==> src/hdl/arac_pkg.sv <==
// arac_pkg: shared constants, codes and controller/datapath types
// for the address region allocator; no dependencies
package arac_pkg;

	localparam int AW     = 48;
	localparam int NODES  = 64;
	localparam int IW     = 6;
	localparam int PW     = 7;
	localparam int PAGE_W = 12;
	localparam logic [PW-1:0] NIL = PW'(NODES);

	typedef enum logic [1:0] {
		MODE_ADD,
		MODE_ALLOC,
		MODE_FREE,
		MODE_FIND
	} mode_t;

	typedef enum logic [1:0] {
		ST_OK,
		ST_FULL,
		ST_NOSPACE,
		ST_BADALIGN
	} status_t;

	typedef enum logic [4:0] {
		OP_NONE,
		OP_LOAD,
		OP_ADD_NODE,
		OP_ADD_LINK,
		OP_READ_CUR,
		OP_SCAN,
		OP_CARVE_S,
		OP_CARVE_P,
		OP_CARVE_N,
		OP_READ_H,
		OP_FLOAD,
		OP_OLOAD,
		OP_ABSORB_P,
		OP_LINK_P,
		OP_READ_NEXT,
		OP_ABSORB_N,
		OP_LINK_N,
		OP_ALIGN1,
		OP_ALIGN2,
		OP_FOUND,
		OP_FIN
	} op_t;

	typedef struct packed {
		op_t     op;
		status_t st;
		logic    piece;
	} cmd_t;

	typedef struct packed {
		logic cur_nil;
		logic full;
		logic hold;
		logic next_nil;
		logic need2;
		logic need_ok;
		logic rd_alloc;
		logic slot_h;
		logic prev_nil;
		logic merge_p;
		logic merge_n;
		logic c_next_nil;
		logic div_done;
		logic align_bad;
		logic size_ovf;
		logic hit;
	} flags_t;

endpackage

==> src/hdl/arac_ctl.sv <==
// arac_ctl: sequencing state machine of the allocator, drives datapath commands
// depends on arac_pkg
module arac_ctl (
	input  logic             clk,
	input  logic             arst_n,
	input  logic             start,
	input  logic [1:0]       mode,
	input  arac_pkg::flags_t flags,
	output arac_pkg::cmd_t   cmd,
	output logic             busy
);

	typedef enum logic [4:0] {
		S_IDLE, S_ADD, S_ADD_LINK,
		S_A_RD, S_A_EV, S_A_CHK, S_A_CS, S_A_CP, S_A_CN,
		S_F0, S_F1, S_F2, S_F3, S_F4, S_F5, S_F6, S_F7, S_F8,
		S_D0, S_D1, S_D2, S_D3, S_D4, S_D5, S_D6,
		S_FIN
	} state_t;

	state_t            state_q, state_d;
	arac_pkg::status_t st_q, st_d;
	logic              piece_q, piece_d;

	always_comb begin
		state_d   = state_q;
		st_d      = st_q;
		piece_d   = piece_q;
		cmd.op    = arac_pkg::OP_NONE;
		cmd.st    = st_q;
		cmd.piece = piece_q;
		case (state_q)
			S_IDLE: begin
				if (start) begin
					cmd.op = arac_pkg::OP_LOAD;
					st_d   = arac_pkg::ST_OK;
					case (arac_pkg::mode_t'(mode))
						arac_pkg::MODE_ADD:   state_d = S_ADD;
						arac_pkg::MODE_ALLOC: state_d = S_A_RD;
						arac_pkg::MODE_FREE:  state_d = S_F0;
						default:              state_d = S_D0;
					endcase
				end
			end
			S_ADD: begin
				if (flags.full) begin
					st_d    = arac_pkg::ST_FULL;
					state_d = S_FIN;
				end else begin
					cmd.op  = arac_pkg::OP_ADD_NODE;
					state_d = S_ADD_LINK;
				end
			end
			S_ADD_LINK: begin
				cmd.op  = arac_pkg::OP_ADD_LINK;
				state_d = S_FIN;
			end
			S_A_RD: begin
				if (flags.cur_nil) begin
					st_d    = arac_pkg::ST_NOSPACE;
					state_d = S_FIN;
				end else begin
					cmd.op  = arac_pkg::OP_READ_CUR;
					state_d = S_A_EV;
				end
			end
			S_A_EV: begin
				cmd.op = arac_pkg::OP_SCAN;
				if (flags.hold) begin
					state_d = S_A_CHK;
				end else if (flags.next_nil) begin
					st_d    = arac_pkg::ST_NOSPACE;
					state_d = S_FIN;
				end
			end
			S_A_CHK: begin
				if (!flags.need_ok) begin
					st_d    = arac_pkg::ST_FULL;
					state_d = S_FIN;
				end else begin
					piece_d = !flags.need2;
					state_d = S_A_CS;
				end
			end
			S_A_CS: begin
				cmd.op  = arac_pkg::OP_CARVE_S;
				state_d = S_A_CP;
			end
			S_A_CP: begin
				cmd.op  = arac_pkg::OP_CARVE_P;
				state_d = S_A_CN;
			end
			S_A_CN: begin
				cmd.op = arac_pkg::OP_CARVE_N;
				if (piece_q) begin
					state_d = S_FIN;
				end else begin
					piece_d = 1'b1;
					state_d = S_A_CS;
				end
			end
			S_F0: begin
				if (flags.slot_h) begin
					cmd.op  = arac_pkg::OP_READ_H;
					state_d = S_F1;
				end else begin
					state_d = S_FIN;
				end
			end
			S_F1: begin
				cmd.op  = arac_pkg::OP_FLOAD;
				state_d = flags.prev_nil ? S_F5 : S_F2;
			end
			S_F2: begin
				cmd.op  = arac_pkg::OP_OLOAD;
				state_d = flags.merge_p ? S_F3 : S_F5;
			end
			S_F3: begin
				cmd.op  = arac_pkg::OP_ABSORB_P;
				state_d = S_F4;
			end
			S_F4: begin
				cmd.op  = arac_pkg::OP_LINK_P;
				state_d = S_F5;
			end
			S_F5: begin
				if (flags.c_next_nil) begin
					state_d = S_FIN;
				end else begin
					cmd.op  = arac_pkg::OP_READ_NEXT;
					state_d = S_F6;
				end
			end
			S_F6: begin
				cmd.op  = arac_pkg::OP_OLOAD;
				state_d = flags.merge_n ? S_F7 : S_FIN;
			end
			S_F7: begin
				cmd.op  = arac_pkg::OP_ABSORB_N;
				state_d = S_F8;
			end
			S_F8: begin
				cmd.op  = arac_pkg::OP_LINK_N;
				state_d = S_FIN;
			end
			S_D0: begin
				if (flags.align_bad) begin
					st_d    = arac_pkg::ST_BADALIGN;
					state_d = S_FIN;
				end else if (flags.size_ovf) begin
					st_d    = arac_pkg::ST_NOSPACE;
					state_d = S_FIN;
				end else begin
					state_d = S_D1;
				end
			end
			S_D1: begin
				if (flags.cur_nil) begin
					st_d    = arac_pkg::ST_NOSPACE;
					state_d = S_FIN;
				end else begin
					cmd.op  = arac_pkg::OP_READ_CUR;
					state_d = S_D2;
				end
			end
			S_D2: begin
				cmd.op  = arac_pkg::OP_SCAN;
				state_d = flags.rd_alloc ? S_D1 : S_D3;
			end
			S_D3: begin
				if (flags.div_done)
					state_d = S_D4;
			end
			S_D4: begin
				cmd.op  = arac_pkg::OP_ALIGN1;
				state_d = S_D5;
			end
			S_D5: begin
				cmd.op  = arac_pkg::OP_ALIGN2;
				state_d = S_D6;
			end
			S_D6: begin
				if (flags.hit) begin
					cmd.op  = arac_pkg::OP_FOUND;
					state_d = S_FIN;
				end else begin
					state_d = S_D1;
				end
			end
			S_FIN: begin
				cmd.op  = arac_pkg::OP_FIN;
				state_d = S_IDLE;
			end
			default: state_d = S_IDLE;
		endcase
	end

	always_ff @(posedge clk or negedge arst_n) begin
		if (!arst_n) begin
			state_q <= S_IDLE;
			st_q    <= arac_pkg::ST_OK;
			piece_q <= 1'b0;
		end else begin
			state_q <= state_d;
			st_q    <= st_d;
			piece_q <= piece_d;
		end
	end

	assign busy = (state_q != S_IDLE);

endmodule

==> config.mk <==
export PLATFORM = sky130hd
export DESIGN_NAME = arac_ctl
export DESIGN_NICKNAME = d
export VERILOG_FILES = /design/src/hdl/arac_pkg.sv /design/src/hdl/arac_ctl.sv
export SDC_FILE = /design/constraint.sdc
export NUM_CORES = 1
export LEC_CHECK = 0
export ABC_AREA = 1
export BUFFER_PORTS_ARGS = -buffer_cell sky130_fd_sc_hd__buf_2
export CAP_MARGIN = 5
export CELL_PAD_IN_SITES_DETAIL_PLACEMENT = 1
export CELL_PAD_IN_SITES_GLOBAL_PLACEMENT = 1
export CORE_MARGIN = 3
export CORE_UTILIZATION = 36
export CTS_BUF_LIST = sky130_fd_sc_hd__clkbuf_4
export DETAILED_ROUTE_END_ITERATION = 8
export GPL_TIMING_DRIVEN = 0
export PLACE_DENSITY = 0.87
export REMOVE_ABC_BUFFERS = 1
export SLEW_MARGIN = 20
export SYNTH_ARGS = -nofsm -noshare
export SYNTH_HDL_FRONTEND = slang
export SYNTH_SLANG_ARGS = --single-unit
==> constraint.sdc <==
create_clock -name clk -period 1.8 [get_ports clk]
set_clock_uncertainty 0.2 [all_clocks]
set_input_delay 0.27 -clock clk [delete_from_list [all_inputs] [get_ports clk]]
set_output_delay 0.27 -clock clk [all_outputs]
set_load 0.05 [all_outputs]
==> flow_summary.yaml, run 1 <==
detailed_routing:
  drt-pass1-iter-count: 5
  drt-wirelength-per-cell_um: 24.2
  drt_iter0_drcs: 245
  vias_post_dr: 2118
  antenna_left: 0
  post-route-drc-count: 0
  viasPerCell: 6.28
  wl_um: 8160
floorplanning:
  core_area_um2: 3130
  core.rowCount: 20
  io_pins: 30
  die_w_um: 64.1
  die_area_um2: 4110
  effective_utilization_at_floorplan_pct: 38.9
  dieHeight_um: 64.1
sta:
  hold_viol_final: 0
  max_slew.worst_pin.slew_ns: 0.381
  slew-limit-headroom_pct: 74.3
  hold_slack_ns: 0.00707
  report.final.setup_viol: 13
  maxClockFrequency_mhz: 439
  post-route-period-util_pct: 126
  layout_min_cycle_time_ns: 2.28
  unrepaired_setup_endpoints_after_global_routing: "true"
  setup_ws_ns: -0.476
  drv_slew: 0
power:
  power.clock.fraction_pct: 3.9
  seqPwrFrac_pct: 11.5
  p_int_w: 0.00149
  combinationalPowerShare_pct: 84.7
  ir_worst_vdd_uv: 1120
  cellLeakagePower_nw: 1.11
  power_density_nw_per_um2: 2040
  switchingPower_w: 0.00244
  switching_share_pct: 62.1
synthesis:
  muxShareOfSynthArea_pct: 0
  synth_adder_area_share_pct: 0
  most_common_flop_cell_mapped_by_yosys: "sky130_fd_sc_hd__dfrtp_1"
  async_reset_ff_share_pct: 100
  synth_enable_flop_cells: 0
  compound_cell_area_share_of_the_yosys_netlist_pct: 8.23
  synthXorXnorAreaFrac_pct: 0
  synth_top_family_by_area: "simple AND/OR/NAND/NOR gates"
  synth.top_cells.by_area: "sky130_fd_sc_hd__nand2_1 23%, sky130_fd_sc_hd__dfrtp_1 16%, sky130_fd_sc_hd__nor2_1 15%, sky130_fd_sc_hd__nand3_1 11%, sky130_fd_sc_hd__inv_1 8.0%"
  synth.avg_cell_area_um2: 5.22
  postSynthRegisterBits: 8
  synth_largest_area_cell: "sky130_fd_sc_hd__nand2_1"
  yosysWarningCount: 0
  yosysTopAreaCellShare_pct: 23.1
  synth_simple_gate_area_share_pct: 63.0
  synthesis.area_um2: 1220
  synth_cells: 233
  synth.yosys.seq_area_share_pct: 16.5
  ys_types: 27
place:
  post_place_cell_area_um2: 1390
  dpl.hpwl_um: 3860
  port-buffer-count: 29
  place.gp.congestion: 0.922
worst_setup_path:
  reg2reg_setup_slack_ns: -0.45
  crit_type: "flip-flop to output port"
  crit_path_end: "cmd[3]"
  worstPathCellList: "buf_4, nand2_4, inv_4, nand2_1, nand2_2, inv_4, nand3_2, nor4_2, nand2_1, buf_6"
  critical_path_arrival_ns: 1.81
  regToRegEndpoint: "st_q[1]"
  critical-path-slowest-cell: "sky130_fd_sc_hd__dfrtp_2"
  crit_path_end_kind: "output port"
  cp_launch_point: "state_q[2]"
  rr_worst_depth: 12
  critical_path.reg2reg.startpoint: "state_q[0]"
  required_ns: 1.33
  top_fanout_value_on_the_critical_path: 6
  worstSetupStartpointType: "flip-flop"
  cp_slowest_stage_delay_ns: 0.48
layout:
  ratio_of_cells_with_drive_above_1_in_the_final_layout_pct: 41.3
  finish.instance_area_um2: 1930
  layout.cells.most_common: "sky130_fd_sc_hd__nand2_1"
  syn2layout_area_growth_pct: 58.3
  finalNetCount: 316
  antenna_cells_inserted: 0
  commonest_non_fill_non_tap_cells_in_the_layout: "64 x sky130_fd_sc_hd__nand2_1, 34 x sky130_fd_sc_hd__nor2_1, 24 x sky130_fd_sc_hd__buf_4"
clocking:
  clkSinkCount: 8
  clock_tree.root_cell: "sky130_fd_sc_hd__clkbuf_4"
  worst_setup_hold_path_clk_slew_ns: 0.07
  htreeDepth: 1
  numCtsBuffers: 3
  clock_latency_ns: 0.26
  clockBufferDepth: 2
  cts_tree: "yes"
status:
  failed_checks: "negative setup slack"
  status: "finished with violations"
global_route:
  globalRoute.totalOverflow: 0
  initial_antenna_violation_count: 0
  grt_start_max_net_pins: 9
  first_pass_grt_wire_length_um: 10700
  grt_use_total_pct: 33.7
  first_global_vias: 2120
hold_path:
  min_path_type: "primary input to flip-flop"
run:
  max_cap_violations: 0
[timing repair]
item / in CTS / in global routing
hold endpoints to repair: 8 / 0
pin swaps: 21 / 10
gates resized for setup: 59 / 18
buffers inserted: 31 / 5
hold buffers: 1 / 0
endpoints found under the setup margin: 13 / 13
[cell families (layout without fill, tap and decap cells)]
family | after synthesis | in the layout
AOI/OAI and AO/OA | 16 | 16
buffers and inverters | 37 | 97
DFF | 8 | 8
and+or+nand+nor | 172 | 172
[cell type report]
| type | count | area, um^2 |
|---|---|---|
| timing repair buffer | 60 | 467 |
| tap | 44 | 55.1 |
| fill | 445 | 1200 |
| multi-input combinational | 188 | 1040 |
| sequential | 8 | 206 |
| clock buffer | 3 | 22.5 |
| inverter | 34 | 138 |
[flip-flops by register name, indices dropped and copies added, names as in the netlist]
register and flops:
st_q 2, state_q 5, piece_q 1
[routing by layer]
layer	up-vias	GRT usage, %	routed length, um
li1	858	-	-
met1	990	40.9	2850
met2	202	57.9	3910
met3	68	5.27	799
met4	0	15.8	609
met5	-	0	0
[critical path: cells and delay by family (launching register included)]
kind / cells / cell delay, ns
and+or+nand+nor: 6 / 0.58
DFF: 1 / 0.48
buffers and inverters: 4 / 0.47
[cell usage after synthesis (2+ instances only)]
master                      n
sky130_fd_sc_hd__inv_1     26
sky130_fd_sc_hd__buf_4      3
sky130_fd_sc_hd__inv_2      7
sky130_fd_sc_hd__nand2_2    4
sky130_fd_sc_hd__o21ai_0    5
sky130_fd_sc_hd__nand3_1   27
sky130_fd_sc_hd__nand3b_1   3
sky130_fd_sc_hd__a21oi_1    3
sky130_fd_sc_hd__nand2_1   75
sky130_fd_sc_hd__o21ai_1    2
sky130_fd_sc_hd__nand4_1    4
sky130_fd_sc_hd__nor2_4     4
sky130_fd_sc_hd__nor2_2     3
sky130_fd_sc_hd__dfrtp_1    8
sky130_fd_sc_hd__nor2_1    47
[power groups by stage]
stage	Sequential, W	Clock, W	Combinational, W
final	0.000451	0.000152	0.00333
after global routing	0.000452	0.000160	0.00344
after CTS	0.000414	0.000133	0.00282
after detailed placement	0.000418	0	0.00201
after global placement	0.000413	0	0.00197
after floorplan	0.000480	0	0.00141
[metrics by stage]
step,power [W],setup WS [ns],TNS [ns],util [%],instances
detailed placement,0.00242,-0.411,-3.39,44.6,303
floorplan,0.00189,-0.297,-1.12,-,230
finish,0.00393,-0.476,-4.77,61.6,337
global route,0.00405,-0.585,-5.63,61.6,337
global placement,0.00238,-0.417,-3.18,44.6,303
CTS,0.00337,-0.312,-1.83,59.0,335
[how the worst min path moves through the flow]
stage | from | slack [ns] | cells past startpoint | end
3_3_place_gp | arst_n | -0.09 | 1 | st_q[0]
4_1_cts | flags[11] | 0.03 | 2 | piece_q
3_5_place_dp | arst_n | -0.08 | 1 | st_q[1]
6_report | flags[11] | 0.007 | 2 | piece_q
5_1_grt | flags[11] | 0.02 | 2 | piece_q
2_1_floorplan | arst_n | -0.23 | 0 | piece_q
Note: power is estimated with default switching activity, not from simulation.
==> run 2, diff against run 1 <==
--- a/config.mk
+++ b/config.mk
@@ -5,13 +5,12 @@
 export SDC_FILE = /design/constraint.sdc
 export NUM_CORES = 1
 export LEC_CHECK = 0
-export ABC_AREA = 1
 export BUFFER_PORTS_ARGS = -buffer_cell sky130_fd_sc_hd__buf_2
 export CAP_MARGIN = 5
 export CELL_PAD_IN_SITES_DETAIL_PLACEMENT = 1
 export CELL_PAD_IN_SITES_GLOBAL_PLACEMENT = 1
-export CORE_MARGIN = 3
-export CORE_UTILIZATION = 36
+export CORE_MARGIN = 2
+export CORE_UTILIZATION = 39
 export CTS_BUF_LIST = sky130_fd_sc_hd__clkbuf_4
 export DETAILED_ROUTE_END_ITERATION = 8
 export GPL_TIMING_DRIVEN = 0
==> flow_summary.yaml, run 2 <==
layout:
  largest_register_ffs: 5
  top_reg_by_flops: "state_q"
  top_registers: "state_q x5, st_q x2, piece_q x1"
  antenna_cells_inserted: 0
  syn2layout_area_growth_pct: 61.1
  fillers: 367
  commonest_non_fill_non_tap_cells_in_the_layout: "33 x sky130_fd_sc_hd__buf_4, 23 x sky130_fd_sc_hd__buf_2, 17 x sky130_fd_sc_hd__nor2_1, 15 x sky130_fd_sc_hd__nand2_1"
  regArea_um2: 219
  finish.instance_area_um2: 2020
  ratio_of_cells_with_drive_above_1_in_the_final_layout_pct: 48.6
  finalCoreUtilization_pct: 66.0
  finalNetCount: 266
  area_taken_by_multi_input_logic_gates_um2: 1140
  layout.cells.most_common: "sky130_fd_sc_hd__buf_4"
sta:
  post-route-period-util_pct: 136
  maxClockFrequency_mhz: 410
  unrepaired_setup_endpoints_after_global_routing: "true"
  drv_slew: 0
  report.final.setup_viol: 14
  layout_min_cycle_time_ns: 2.44
  hold_slack_ns: 0.135
  slew-limit-headroom_pct: 67.4
  setup_ws_ns: -0.642
  max_slew.worst_pin.slew_ns: 0.485
  hold_viol_final: 0
floorplanning:
  dieHeight_um: 60.6
  effective_utilization_at_floorplan_pct: 41.0
  io_pins: 30
  core_area_um2: 3050
  die_w_um: 60.6
  die_area_um2: 3680
  core.rowCount: 20
place:
  place.gp.congestion: 0.968
  post_place_cell_area_um2: 1350
  dpl.hpwl_um: 3030
  port-buffer-count: 29
synthesis:
  synthXorXnorAreaFrac_pct: 0
  synth_enable_flop_cells: 0
  synth.yosys.seq_area_share_pct: 16.0
  synth_top_family_by_area: "compound AO/OA/AOI/OAI gates"
  postSynthRegisterBits: 8
  most_common_flop_cell_mapped_by_yosys: "sky130_fd_sc_hd__dfrtp_1"
  yosysWarningCount: 0
  async_reset_ff_share_pct: 100
  compound_cell_area_share_of_the_yosys_netlist_pct: 37.1
  ys_top_cells_by_count: "24 x sky130_fd_sc_hd__nor2_1, 17 x sky130_fd_sc_hd__nand2_1, 16 x sky130_fd_sc_hd__a21oi_1"
  yosysTopAreaCellShare_pct: 16.0
  synth_cells: 189
  ys_types: 49
  synth_largest_area_cell: "sky130_fd_sc_hd__dfrtp_1"
  synth_simple_gate_area_share_pct: 35.3
  synth.top_cells.by_area: "sky130_fd_sc_hd__dfrtp_1 16%, sky130_fd_sc_hd__nor2_1 7.2%, sky130_fd_sc_hd__a21oi_1 6.4%, sky130_fd_sc_hd__o21ai_0 5.6%, sky130_fd_sc_hd__nand2_1 5.1%"
  synth_adder_area_share_pct: 0
  count_leader_synth: "sky130_fd_sc_hd__nor2_1"
  muxShareOfSynthArea_pct: 1.80
  synth.avg_cell_area_um2: 6.62
  synthesis.area_um2: 1250
hold_path:
  min_path_type: "primary input to flip-flop"
detailed_routing:
  antenna_left: 0
  drt_iter0_drcs: 416
  vias_post_dr: 2280
  drt-pass1-iter-count: 7
  drt-wirelength-per-cell_um: 33.3
  viasPerCell: 7.94
  wl_um: 9550
  post-route-drc-count: 0
global_route:
  initial_antenna_violation_count: 1
  grt_start_max_net_pins: 20
  first_global_vias: 2080
  grt_use_total_pct: 45.7
  globalRoute.totalOverflow: 0
  first_pass_grt_wire_length_um: 11900
worst_setup_path:
  crit_type: "flip-flop to output port"
  crit_path_end_kind: "output port"
  top_fanout_value_on_the_critical_path: 6
  critical_path_arrival_ns: 1.97
  worstSetupStartpointType: "flip-flop"
  required_ns: 1.33
clocking:
  numCtsBuffers: 3
  clock_tree.root_cell: "sky130_fd_sc_hd__clkbuf_4"
  worst_setup_hold_path_clk_slew_ns: 0.10
  clock_latency_ns: 0.30
  clockBufferDepth: 2
  htreeDepth: 1
  clkSinkCount: 8
  cts_tree: "yes"
power:
  ir_worst_vdd_uv: 1210
  cellLeakagePower_nw: 0.817
  power_density_nw_per_um2: 2300
status:
  failed_checks: "negative setup slack"
  status: "finished with violations"
run:
  max_cap_violations: 0
run 2: logic make-up (layout without fill, tap and decap cells):
family | Yosys count | after routing
AO/OA/AOI/OAI | 67 | 67
multiplexers | 2 | 2
buffers and inverters | 25 | 79
AND/OR/NAND/NOR | 87 | 87
flip-flops | 8 | 8
run 2: path summary, 6_finish.rpt:
check                           start         end  slack [ns]  cells after the start
setup / recovery           state_q[2]      cmd[4]       -0.64                      6
hold / removal              flags[11]     piece_q        0.14                      3
setup reg to reg           state_q[3]     st_q[0]       -0.55                      5
hold reg to reg               st_q[1]     st_q[1]        0.33                      1
max in group asynchronous      arst_n  state_q[4]        0.92                      2
min in group asynchronous      arst_n  state_q[1]        0.23                      2
run 2: power breakdown:
part / switching, W / internal, W / leakage [nW]
clock: 0.000115 / 0.0000780 / 0.0138
combinational: 0.00246 / 0.00145 / 0.711
sequential: 0.000241 / 0.000295 / 0.0924
total: 0.00282 / 0.00182 / 0.817
run 2: metal layers:
| metal | vias up | GRT usage [%] | wire length [um] |
|---|---|---|---|
| met2 | 308 | 68.7 | 3890 |
| met5 | - | 0 | 13 |
| li1 | 818 | - | - |
| met3 | 139 | 19.6 | 1480 |
| met4 | 2 | 21.4 | 980 |
| met1 | 1013 | 56.5 | 3190 |
run 2: cell type report:
| type | instances | area share, % |
|---|---|---|
| Multi-Input combinational cell | 156 | 56.6 |
| Inverter | 5 | 1.30 |
| Clock buffer | 3 | 1.12 |
| Tap cell | 44 | 2.73 |
| Timing Repair Buffer | 71 | 27.4 |
| Sequential cell | 8 | 10.9 |
run 2: critical path: stages (launching register included):
cell and delay [ns]:
sky130_fd_sc_hd__dfrtp_4 0.57, sky130_fd_sc_hd__buf_6 0.15, sky130_fd_sc_hd__nor2b_4 0.19, sky130_fd_sc_hd__nand2_1 0.11, sky130_fd_sc_hd__o32a_1 0.24, sky130_fd_sc_hd__o211ai_1 0.15, sky130_fd_sc_hd__buf_4 0.24
run 2: per-stage QoR:
stage	setup WS (ns)	power [W]	TNS [ns]	std cells
after global placement	-0.931	0.00257	-10.27	242
after floorplan	-0.815	0.00204	-5.56	169
after detailed placement	-0.978	0.00261	-10.81	242
after CTS	-0.420	0.00364	-4.05	282
final	-0.642	0.00464	-7.07	287
after global routing	-0.684	0.00469	-7.42	287
run 2: repair_timing:
| item | CTS | global route |
|---|---|---|
| hold buffers | 1 | 0 |
| setup endpoints to repair | 14 | 14 |
| resized for setup | 48 | 31 |
| pin swaps | 10 | 7 |
| endpoints found under the hold margin | 8 | 0 |
| setup buffers | 36 | 5 |
| cloned | 0 | 0 |
